===== src/rtl/hysteresis_peak_valley_detector_top_macros.svh =====
// assertion macros for the hysteresis peak/valley detector
// used by the top level; expects clk_i and rst_ni in scope
`ifndef HYSTERESIS_PEAK_VALLEY_DETECTOR_TOP_MACROS_SVH
`define HYSTERESIS_PEAK_VALLEY_DETECTOR_TOP_MACROS_SVH

// same-cycle implication
`define HPVD_ASSERT_NOW(lbl, ante, cons, msg) \
  lbl: assert property (@(posedge clk_i) disable iff (!rst_ni) (ante) |-> (cons)) \
    else $error(msg);

// next-cycle implication
`define HPVD_ASSERT_NEXT(lbl, ante, cons, msg) \
  lbl: assert property (@(posedge clk_i) disable iff (!rst_ni) (ante) |=> (cons)) \
    else $error(msg);

`endif


===== src/rtl/hpvd_pkg.sv =====
// shared types and constants for the hysteresis peak/valley detector
// no dependencies
`timescale 1ns / 1ps

package hpvd_pkg;

  localparam int unsigned SAMPLE_WIDTH = 24;
  localparam int unsigned INDEX_WIDTH  = 32;
  localparam int unsigned THR_WIDTH    = SAMPLE_WIDTH - 1;
  localparam int unsigned KIND_WIDTH   = 2;

  // queue between front and back
  localparam int unsigned QUEUE_PTR_W = 1;
  localparam int unsigned QUEUE_DEPTH = 2 ** QUEUE_PTR_W;
  localparam int unsigned QUEUE_CNT_W = QUEUE_PTR_W + 1;

  typedef enum logic [KIND_WIDTH-1:0] {
    KIND_START  = 2'd0,
    KIND_PEAK   = 2'd1,
    KIND_VALLEY = 2'd2
  } kind_e;

  typedef enum logic [2:0] {
    PH_SEARCH = 3'b001,
    PH_MAX    = 3'b010,
    PH_MIN    = 3'b100
  } phase_e;

  // one classified sample on its way to the tracker
  typedef struct packed {
    logic                           first;
    logic [INDEX_WIDTH-1:0]         index;
    logic signed [SAMPLE_WIDTH-1:0] sample;
  } entry_t;

  typedef struct packed {
    logic                   push;
    logic                   full;
    logic                   empty;
    logic [QUEUE_CNT_W-1:0] count;
  } queue_status_t;

  typedef struct packed {
    phase_e phase;
    logic   pop;
  } back_status_t;

endpackage


===== src/rtl/hpvd_front.sv =====
// front end: accepts samples, numbers them and marks the start point
// depends on hpvd_pkg
`timescale 1ns / 1ps

module hpvd_front (
  input  logic                                    clk_i,
  input  logic                                    rst_ni,
  input  logic                                    in_valid_i,
  output logic                                    in_ready_o,
  input  logic signed [hpvd_pkg::SAMPLE_WIDTH-1:0] sample_value_i,
  input  logic                                    queue_full_i,
  output logic                                    push_o,
  output hpvd_pkg::entry_t                        entry_o
);

  logic                              started_q, started_d;
  logic [hpvd_pkg::INDEX_WIDTH-1:0]  count_q, count_d;

  // accept whenever the queue has room
  assign in_ready_o = !queue_full_i;
  assign push_o     = in_valid_i && in_ready_o;

  // classify the beat
  assign entry_o.first  = !started_q;
  assign entry_o.index  = count_q;
  assign entry_o.sample = sample_value_i;

  // saturating sample counter
  always_comb begin
    started_d = started_q;
    count_d   = count_q;
    if (push_o) begin
      started_d = 1'b1;
      if (count_q != {hpvd_pkg::INDEX_WIDTH{1'b1}}) begin
        count_d = count_q + 1'b1;
      end
    end
  end

  always_ff @(posedge clk_i or negedge rst_ni) begin
    if (!rst_ni) begin
      started_q <= 1'b0;
      count_q   <= '0;
    end else begin
      started_q <= started_d;
      count_q   <= count_d;
    end
  end

endmodule


===== src/rtl/hpvd_queue.sv =====
// short queue of classified samples between front and back
// depends on hpvd_pkg
`timescale 1ns / 1ps

module hpvd_queue (
  input  logic                     clk_i,
  input  logic                     rst_ni,
  input  logic                     push_i,
  input  hpvd_pkg::entry_t         entry_i,
  input  logic                     pop_i,
  output hpvd_pkg::entry_t         head_o,
  output hpvd_pkg::queue_status_t  status_o
);

  hpvd_pkg::entry_t                  mem_q [hpvd_pkg::QUEUE_DEPTH];
  logic [hpvd_pkg::QUEUE_PTR_W-1:0]  wr_ptr_q, rd_ptr_q;
  logic [hpvd_pkg::QUEUE_CNT_W-1:0]  cnt_q, cnt_d;

  assign status_o.push  = push_i;
  assign status_o.full  = (cnt_q == hpvd_pkg::QUEUE_CNT_W'(hpvd_pkg::QUEUE_DEPTH));
  assign status_o.empty = (cnt_q == '0);
  assign status_o.count = cnt_q;
  assign head_o         = mem_q[rd_ptr_q];

  // storage, no reset needed
  always_ff @(posedge clk_i) begin
    if (push_i) begin
      mem_q[wr_ptr_q] <= entry_i;
    end
  end

  // occupancy
  always_comb begin
    cnt_d = cnt_q;
    case ({push_i, pop_i})
      2'b10:   cnt_d = cnt_q + 1'b1;
      2'b01:   cnt_d = cnt_q - 1'b1;
      default: cnt_d = cnt_q;
    endcase
  end

  always_ff @(posedge clk_i or negedge rst_ni) begin
    if (!rst_ni) begin
      wr_ptr_q <= '0;
      rd_ptr_q <= '0;
      cnt_q    <= '0;
    end else begin
      cnt_q <= cnt_d;
      if (push_i) begin
        wr_ptr_q <= wr_ptr_q + 1'b1;
      end
      if (pop_i) begin
        rd_ptr_q <= rd_ptr_q + 1'b1;
      end
    end
  end

endmodule


===== src/rtl/hpvd_back.sv =====
// back end: hysteresis tracker and registered event output
// depends on hpvd_pkg
`timescale 1ns / 1ps

module hpvd_back (
  input  logic                                     clk_i,
  input  logic                                     rst_ni,
  input  logic [hpvd_pkg::THR_WIDTH-1:0]           threshold_i,
  input  logic                                     head_valid_i,
  input  hpvd_pkg::entry_t                         head_i,
  output hpvd_pkg::back_status_t                   status_o,
  output logic                                     out_valid_o,
  input  logic                                     out_ready_i,
  output logic [hpvd_pkg::KIND_WIDTH-1:0]          event_kind_o,
  output logic [hpvd_pkg::INDEX_WIDTH-1:0]         event_index_o,
  output logic signed [hpvd_pkg::SAMPLE_WIDTH-1:0] event_value_o
);

  localparam int unsigned SW = hpvd_pkg::SAMPLE_WIDTH;
  localparam int unsigned IW = hpvd_pkg::INDEX_WIDTH;

  hpvd_pkg::phase_e        phase_q, phase_d;
  logic signed [SW-1:0]    start_q, start_d;
  logic signed [SW-1:0]    max_q, max_d, min_q, min_d;
  logic [IW-1:0]           max_idx_q, max_idx_d, min_idx_q, min_idx_d;
  logic                    out_valid_q, out_valid_d;
  hpvd_pkg::kind_e         kind_q, kind_d;
  logic [IW-1:0]           idx_q, idx_d;
  logic signed [SW-1:0]    val_q, val_d;

  logic                    pop;
  logic                    emit;
  logic signed [SW:0]      s_ext, thr_ext, d_start, drop, rise;

  // take a new beat when the output register is free or being drained
  assign pop = head_valid_i && (!out_valid_q || out_ready_i);

  // swings, one bit wider than the sample
  assign s_ext   = {head_i.sample[SW-1], head_i.sample};
  assign thr_ext = $signed({2'b00, threshold_i});
  assign d_start = s_ext - {start_q[SW-1], start_q};
  assign drop    = {max_q[SW-1], max_q} - s_ext;
  assign rise    = s_ext - {min_q[SW-1], min_q};

  // tracker update
  always_comb begin
    phase_d   = phase_q;
    start_d   = start_q;
    max_d     = max_q;
    max_idx_d = max_idx_q;
    min_d     = min_q;
    min_idx_d = min_idx_q;
    emit      = 1'b0;
    kind_d    = kind_q;
    idx_d     = idx_q;
    val_d     = val_q;
    if (pop) begin
      if (head_i.first) begin
        start_d = head_i.sample;
        emit    = 1'b1;
        kind_d  = hpvd_pkg::KIND_START;
        idx_d   = head_i.index;
        val_d   = head_i.sample;
      end else begin
        unique case (phase_q)
          hpvd_pkg::PH_SEARCH: begin
            if (d_start > thr_ext) begin
              max_d     = head_i.sample;
              max_idx_d = head_i.index;
              phase_d   = hpvd_pkg::PH_MAX;
            end else if (d_start < -thr_ext) begin
              min_d     = head_i.sample;
              min_idx_d = head_i.index;
              phase_d   = hpvd_pkg::PH_MIN;
            end
          end
          hpvd_pkg::PH_MAX: begin
            if (head_i.sample > max_q) begin
              max_d     = head_i.sample;
              max_idx_d = head_i.index;
            end
            // a new maximum gives a negative drop, so no peak then
            if (drop > thr_ext) begin
              emit      = 1'b1;
              kind_d    = hpvd_pkg::KIND_PEAK;
              idx_d     = max_idx_q;
              val_d     = max_q;
              min_d     = head_i.sample;
              min_idx_d = head_i.index;
              phase_d   = hpvd_pkg::PH_MIN;
            end
          end
          hpvd_pkg::PH_MIN: begin
            if (head_i.sample < min_q) begin
              min_d     = head_i.sample;
              min_idx_d = head_i.index;
            end
            if (rise > thr_ext) begin
              emit      = 1'b1;
              kind_d    = hpvd_pkg::KIND_VALLEY;
              idx_d     = min_idx_q;
              val_d     = min_q;
              max_d     = head_i.sample;
              max_idx_d = head_i.index;
              phase_d   = hpvd_pkg::PH_MAX;
            end
          end
          default: begin
            phase_d = phase_q;
          end
        endcase
      end
    end
  end

  // output register valid
  always_comb begin
    out_valid_d = out_valid_q;
    if (pop) begin
      out_valid_d = emit;
    end else if (out_ready_i) begin
      out_valid_d = 1'b0;
    end
  end

  always_ff @(posedge clk_i or negedge rst_ni) begin
    if (!rst_ni) begin
      phase_q     <= hpvd_pkg::PH_SEARCH;
      out_valid_q <= 1'b0;
    end else begin
      phase_q     <= phase_d;
      out_valid_q <= out_valid_d;
    end
  end

  // tracker and event payload
  always_ff @(posedge clk_i) begin
    start_q   <= start_d;
    max_q     <= max_d;
    max_idx_q <= max_idx_d;
    min_q     <= min_d;
    min_idx_q <= min_idx_d;
    kind_q    <= kind_d;
    idx_q     <= idx_d;
    val_q     <= val_d;
  end

  assign status_o.phase = phase_q;
  assign status_o.pop   = pop;
  assign out_valid_o    = out_valid_q;
  assign event_kind_o   = kind_q;
  assign event_index_o  = idx_q;
  assign event_value_o  = val_q;

endmodule


===== src/rtl/hysteresis_peak_valley_detector_top.sv =====
// Hysteresis peak/valley detector, top level. Takes one signed Q15.8 sample per
// beat and reports the start point, then each confirmed peak and valley with its
// sample number and value. Sustained rate is one sample per clock while the output
// is not stalled; a sample's event passes the queue and then the registered output
// stage before it is on the output. The rate is set by the tracker in the back
// end, which does its compare and update combinationally. A two-entry queue
// separates intake from the tracker and a registered output stage separates the
// tracker from the consumer, so a stalled output fills the queue before the
// input stalls. The user must write the threshold register over its own port
// only while no sample is in flight; the block does not enforce this.
// depends on hpvd_pkg, hpvd_front, hpvd_queue, hpvd_back and the macros header
`timescale 1ns / 1ps

`include "hysteresis_peak_valley_detector_top_macros.svh"

module hysteresis_peak_valley_detector_top (
  input  logic                                     clk_i,
  input  logic                                     rst_ni,
  input  logic                                     cfg_valid_i,
  output logic                                     cfg_ready_o,
  input  logic [hpvd_pkg::THR_WIDTH-1:0]           hysteresis_threshold_i,
  input  logic                                     in_valid_i,
  output logic                                     in_ready_o,
  input  logic signed [hpvd_pkg::SAMPLE_WIDTH-1:0] sample_value_i,
  output logic                                     out_valid_o,
  input  logic                                     out_ready_i,
  output logic [hpvd_pkg::KIND_WIDTH-1:0]          event_kind_o,
  output logic [hpvd_pkg::INDEX_WIDTH-1:0]         event_index_o,
  output logic signed [hpvd_pkg::SAMPLE_WIDTH-1:0] event_value_o
);

  localparam logic [hpvd_pkg::THR_WIDTH-1:0] THR_RESET = hpvd_pkg::THR_WIDTH'(2560);

  logic [hpvd_pkg::THR_WIDTH-1:0]   thr_q;
  logic                             push;
  hpvd_pkg::entry_t                 entry, head;
  hpvd_pkg::queue_status_t          q_status;
  hpvd_pkg::back_status_t           b_status;
  logic                             start_beat;
  logic                             searching;
  logic                             q_grow;
  logic [hpvd_pkg::QUEUE_CNT_W-1:0] q_count;

  // threshold register
  assign cfg_ready_o = 1'b1;

  always_ff @(posedge clk_i or negedge rst_ni) begin
    if (!rst_ni) begin
      thr_q <= THR_RESET;
    end else if (cfg_valid_i && cfg_ready_o) begin
      thr_q <= hysteresis_threshold_i;
    end
  end

  hpvd_front u_front (
    .clk_i,
    .rst_ni,
    .in_valid_i,
    .in_ready_o,
    .sample_value_i,
    .queue_full_i (q_status.full),
    .push_o       (push),
    .entry_o      (entry)
  );

  hpvd_queue u_queue (
    .clk_i,
    .rst_ni,
    .push_i   (push),
    .entry_i  (entry),
    .pop_i    (b_status.pop),
    .head_o   (head),
    .status_o (q_status)
  );

  hpvd_back u_back (
    .clk_i,
    .rst_ni,
    .threshold_i  (thr_q),
    .head_valid_i (!q_status.empty),
    .head_i       (head),
    .status_o     (b_status),
    .out_valid_o,
    .out_ready_i,
    .event_kind_o,
    .event_index_o,
    .event_value_o
  );

  // terms for the checks
  assign start_beat = out_valid_o && (event_kind_o == hpvd_pkg::KIND_START);
  assign searching  = (b_status.phase == hpvd_pkg::PH_SEARCH);
  assign q_grow     = q_status.push && !b_status.pop;
  assign q_count    = q_status.count;

  // checks
  `HPVD_ASSERT_NOW(a_start_index_zero, start_beat, event_index_o == '0, "start beat index nonzero")
  `HPVD_ASSERT_NOW(a_start_while_search, start_beat, searching, "start beat after tracking began")
  `HPVD_ASSERT_NEXT(a_queue_grows, q_grow, q_count == $past(q_count) + 1'b1, "queue did not grow")

endmodule


===== config.mk =====
export PLATFORM = sky130hd
export DESIGN_NAME = hysteresis_peak_valley_detector_top
export DESIGN_NICKNAME = d
export VERILOG_FILES = /design/src/rtl/hpvd_pkg.sv /design/src/rtl/hpvd_front.sv /design/src/rtl/hpvd_queue.sv /design/src/rtl/hpvd_back.sv /design/src/rtl/hysteresis_peak_valley_detector_top.sv
export VERILOG_INCLUDE_DIRS = /design/src /design/src/rtl
export SDC_FILE = /design/constraint.sdc
export NUM_CORES = 1
export LEC_CHECK = 0
export BUFFER_PORTS_ARGS = -buffer_cell sky130_fd_sc_hd__buf_4
export CORE_MARGIN = 2
export CORE_UTILIZATION = 50
export DETAILED_ROUTE_END_ITERATION = 10
export PLACE_DENSITY_LB_ADDON = 0.12
export RECOVER_POWER = 100
export SLEW_MARGIN = 20
export SYNTH_ARGS = -nofsm -noshare
export SYNTH_HDL_FRONTEND = slang
export SYNTH_SLANG_ARGS = --single-unit

===== constraint.sdc =====
create_clock -name clk_i -period 11.8 [get_ports clk_i]
set_input_delay 0.59 -clock clk_i [delete_from_list [all_inputs] [get_ports clk_i]]
set_output_delay 0.59 -clock clk_i [all_outputs]
set_load 0.05 [all_outputs]

==> flow_results.org <==
** Run status
- Status :: finished with violations
- Failing checks :: capacitance limit, slew limit

** CTS
- In this run the deepest clock path goes through 3 buffers.
- Total CTS buffers :: 40
- Max H-tree Level :: 2
- Count of hold buffers inserted by post-cts repair :: 0
- Number of gates given a new drive strength after cts :: 0
- Total setup buffers inserted after CTS :: 0
- Clock tree from TritonCTS :: done
- At the later pin of the worst-skew pair, clock insertion delay measures just under 0.6 ns.
- Clock-pin slew on the worst setup and hold paths :: 0.06 ns
- Master cell of the clock root buffer :: sky130_fd_sc_hd__clkbuf_16
- Counting every sink on the clock net gives between 300 and 400.

** Floorplan
- Cell Rows :: 73
- Measured along the x axis, the die boundary spans about 200 um.
- Die outline area :: 41600 um2
- Die Ht :: 204 um
- Initial standard-cell utilization of the core :: 0.505
- Area of the placeable core :: 39600 um2
- During I/O placement, the number of pins put on the boundary was ~110.

** Timing
- Max-slew violations :: a little over 400
- In the finished design, the share of the clock period the worst path needs comes to 0.777.
- Setup violations remaining at the end of the flow were counted as 0.
- Across all hold checks on the routed design, the worst slack comes to around 0.21 ns.
- Actual transition at the worst max-transition pin :: around 3.9 ns
- Least setup slack across all paths after layout :: between 2 and 3 ns
- After layout, the minimum clock period comes to 9.16 ns.
- Accumulated negative setup slack :: 0 ns
- The count of endpoints failing hold in the final timing report was 0.
- Achievable frequency :: 0.109 GHz
- Setup repair after global routing left no endpoint under its margin.
- Clock skew after layout :: roughly 0.047 ns
- Tightest slew margin relative to the limit :: -1.59

** Global routing
- Initial antenna violation count :: 6
- Overall fraction of global-route tracks in use :: 0.231
- Global routing's busiest layer :: met2
- For this run, global-route usage on met1 was measured as 0.292.
- Residual overflow from global routing :: 0
- Global-route wire length before repair :: about 74 mm
- Largest net degree at the start of global routing :: 73
- The number of global-route vias before repair is roughly 14000.
- Met3 usage :: 0.0459
- In the global route stage, met2 resource usage came out at 0.401.

** Synth
- Synthesis Warnings :: 0
- The cell count after synthesis came out at between 1500 and 2000.
- Of all flip-flops after synthesis, the portion carrying an async set or reset was 0.172.
- Post-synthesis cell area :: 20000 um2
- Sequential cell area fraction in the yosys report :: 0.542
- Mean cell area of the mapped netlist :: ~11 um2
- In the synthesized netlist the dominant register cell turns out to be sky130_fd_sc_hd__edfxtp_1.
- Number of flip-flops and latches in the synthesized netlist :: around 370
- Counting flops with a built-in enable in the synthesized netlist gives 308.
- The number of nets handed over by synthesis was 1975.
- The netlist uses 79 different library cells.

** Setup path
- Slowest-stage cell, CP :: sky130_fd_sc_hd__clkbuf_1
- Critical path type :: flip-flop to flip-flop
- Largest stage delay, worst path :: ~1.9 ns
- Reg-to-reg startpoint :: u_queue.rd_ptr_q
- The worst setup path is captured at a flip-flop.
- Worst setup SP type :: flip-flop
- In this run the critical register-to-register path is captured at u_back.min_idx_q[24].
- Critical path data required time :: roughly 12 ns
- Worst-path fanout max :: 52
- The signal on the critical path passes through buf_4 -> mux2_1 -> inv_1 -> ha_1 -> a21oi_1 -> o211ai_1 -> a211oi_1 -> nor2b_1 -> a221o_1 -> a211oi_1 -> o311ai_0 -> a21oi_1 -> xnor2_1 -> ha_1 -> nand2_1 -> nor3_1 -> nand2_1 -> o21ai_0 -> nor3b_1 -> o41a_1 -> and4bb_1 -> clkbuf_1.
- In this run the register-to-register setup slack is around 2.6 ns.
- Data on the critical path arrives at its endpoint at approximately 9.3 ns.
- Depth of the worst register-to-register path :: 22

** Hold path
- Hold Path Class :: input pin to flip-flop
- Origin of the worst min-delay path :: hysteresis_threshold_i[14]
- The path with the worst hold slack has its endpoint at thr_q[14].
- Along the worst hold path, the cell count comes to 3.

** Detailed routing
- After detailed routing, the total wire length is about 48 mm.
- Router iterations before antenna repair :: 7
- Using the TritonRoute via totals, the vias-per-cell ratio works out to about 5.6.
- After detailed routing, the number of remaining DRC violations is 0.
- In this run, the number of DRC markers left after iteration 0 of detailed routing was 862.
- Once detail routing completed, the nets flagged for antenna violations numbered 0.
- In the final routed layout, each cell accounts on average for a little under 20 um.
- For this block, the via count after detailed routing is roughly 14000.

** Placement
- Post-detailed-placement cell area :: approximately 21000 um2
- Before CTS, the worst setup slack after placement is ~4.2 ns.
- Port Buf Inserts :: between 100 and 150
- Post-detail-place hpwl :: around 34 mm
- Routability-driven placement finished with a final weighted congestion of between 0.9 and 1.

** Final layout
- Fraction of final layout cells sized beyond drive strength 1 :: 0.0663
- Measured on the finished design, the core utilization comes to 0.567.
- Nets :: 2097
- Summing all non-filler instances in the final layout gives an area of ~22000 um2.
- Area overhead of the layout relative to synthesis :: 12.3%

** Power and ir drop
- Dividing total power by cell area gives a power density of approximately 300 nW/um2.
- For this design the static power due to leakage is roughly 9 nW.
- VDD IR max :: between 0.15 and 0.2 mV

** Flow run
- Max-cap violations in this run came to 10.
cells in the final DEF, fill, tap and decap left out, drive strengths merged, types with 66 or more instances in the layout:
cell	synthesis	routed
clkbuf	32	142
o21ai	66	66
edfxtp	308	308
nor2	119	119
xnor2	89	89
nand2	204	204
ha	172	172
a21oi	95	95
inv	131	133
worst max-delay path: cells and delay by family, from the launching register on:
kind	cells	cell delay (ns)
mux	1	0.52
flops	1	0.49
simple gates	6	1.55
compound gates	9	2.69
buf+inv	3	2.71
xor+xnor	1	0.10
fa+ha+maj	2	0.60
how the worst max path moves through the flow:
stage / from / to / cells after the start / slack, ns
2_1_floorplan: u_queue.rd_ptr_q / u_back.max_idx_q[0] / 24 / 2.86
3_3_place_gp: u_queue.rd_ptr_q / u_back.event_value_o[17] / 23 / 4.33
3_5_place_dp: u_queue.rd_ptr_q / u_back.event_value_o[16] / 23 / 4.21
4_1_cts: u_queue.rd_ptr_q / u_back.event_value_o[19] / 23 / 4.10
5_1_grt: u_queue.rd_ptr_q / u_back.min_idx_q[28] / 22 / 1.91
6_report: u_queue.rd_ptr_q / u_back.min_idx_q[24] / 22 / 2.64
synth_stat cells, types with 3 or more instances:
cell / n / area [um2]
sky130_fd_sc_hd__and3_1: 9 / 56.3
sky130_fd_sc_hd__fa_1: 3 / 60.1
sky130_fd_sc_hd__and2_1: 10 / 62.6
sky130_fd_sc_hd__o41ai_1: 3 / 26.3
sky130_fd_sc_hd__o21a_1: 11 / 82.6
sky130_fd_sc_hd__edfxtp_1: 308 / 9250
sky130_fd_sc_hd__a21boi_0: 5 / 37.5
sky130_fd_sc_hd__o31ai_1: 6 / 45.0
sky130_fd_sc_hd__nand4_1: 26 / 163
sky130_fd_sc_hd__nand2b_1: 14 / 87.6
sky130_fd_sc_hd__nand3b_1: 3 / 22.5
sky130_fd_sc_hd__a2111oi_0: 4 / 35.0
sky130_fd_sc_hd__a211oi_1: 17 / 128
sky130_fd_sc_hd__o21bai_1: 10 / 75.1
sky130_fd_sc_hd__and4_1: 10 / 87.6
sky130_fd_sc_hd__xnor2_1: 89 / 780
sky130_fd_sc_hd__or3_1: 3 / 18.8
sky130_fd_sc_hd__o21ai_1: 3 / 15.0
sky130_fd_sc_hd__a31oi_1: 59 / 369
sky130_fd_sc_hd__a21oi_1: 95 / 475
sky130_fd_sc_hd__o211ai_1: 12 / 90.1
sky130_fd_sc_hd__inv_1: 131 / 492
sky130_fd_sc_hd__o21ai_0: 62 / 310
sky130_fd_sc_hd__xor2_1: 26 / 228
sky130_fd_sc_hd__nor2b_1: 11 / 68.8
sky130_fd_sc_hd__nor3b_1: 5 / 37.5
sky130_fd_sc_hd__a21o_1: 22 / 165
sky130_fd_sc_hd__or4_1: 3 / 22.5
sky130_fd_sc_hd__nand3_1: 33 / 165
sky130_fd_sc_hd__buf_1: 7 / 26.3
sky130_fd_sc_hd__mux2_2: 57 / 642
sky130_fd_sc_hd__dfstp_2: 3 / 78.8
sky130_fd_sc_hd__o211a_1: 3 / 30.0
sky130_fd_sc_hd__ha_1: 172 / 2150
sky130_fd_sc_hd__nor2_1: 118 / 443
sky130_fd_sc_hd__o31a_1: 4 / 35.0
sky130_fd_sc_hd__clkbuf_1: 32 / 120
sky130_fd_sc_hd__nand2_1: 204 / 766
sky130_fd_sc_hd__nor3_1: 26 / 130
sky130_fd_sc_hd__nor4_1: 14 / 87.6
sky130_fd_sc_hd__dfrtp_1: 61 / 1530
sky130_fd_sc_hd__o221ai_1: 4 / 35.0
through the flow:
| step | instances | power, W |
|---|---|---|
| floorplan | 1748 | 0.00454 |
| global placement | 2353 | 0.00540 |
| detailed placement | 2353 | 0.00548 |
| CTS | 2426 | 0.00679 |
| global route | 2426 | 0.00713 |
| finish | 2428 | 0.00664 |
per-layer routing:
layer	up-vias	routed length, um
li1	6655	-
met1	6632	20800
met2	292	23400
met3	85	2300
met4	8	1190
met5	-	57
power breakdown:
part           switching (W)  internal, W  total [W]
sequential         0.0000935      0.00185    0.00195
combinational        0.00221      0.00120    0.00342
clock               0.000537     0.000745    0.00128
total                0.00284      0.00380    0.00664
state kept, by name, summed over array words and instances (netlist names), 2 cells and up:
signal	flops
thr_q	23
u_back.event_index_o	32
u_back.event_kind_o	2
u_back.event_value_o	24
u_back.max_idx_q	32
u_back.max_q	24
u_back.min_idx_q	32
u_back.min_q	24
u_back.phase_q	3
u_back.start_q	24
u_front.count_q	32
u_queue.cnt_q	2
u_queue.mem_q	114
kinds of logic (layout without fill, tap and decap cells):
group,count (synthesis),after routing,synth area share
muxes,59,59,0.0331
and+or+nand+nor,500,500,0.116
AOI/OAI and AO/OA,353,353,0.115
buffers and inverters,173,326,0.0331
DFF,372,372,0.542
adders and majority gates,175,175,0.111
xor gates and xnor gates,115,115,0.0503
other,1,3,0.000187
area by class of cell:
class	instances	area [um2]
clock inverter	23	267
fill	3464	17200
inverter	131	492
multi-input combinational	1203	8500
clock buffer	50	1080
antenna	2	5.00
tap	525	657
sequential	372	10900
timing repair buffer	122	616
No activity file was read; power rests on OpenSTA's default activity.
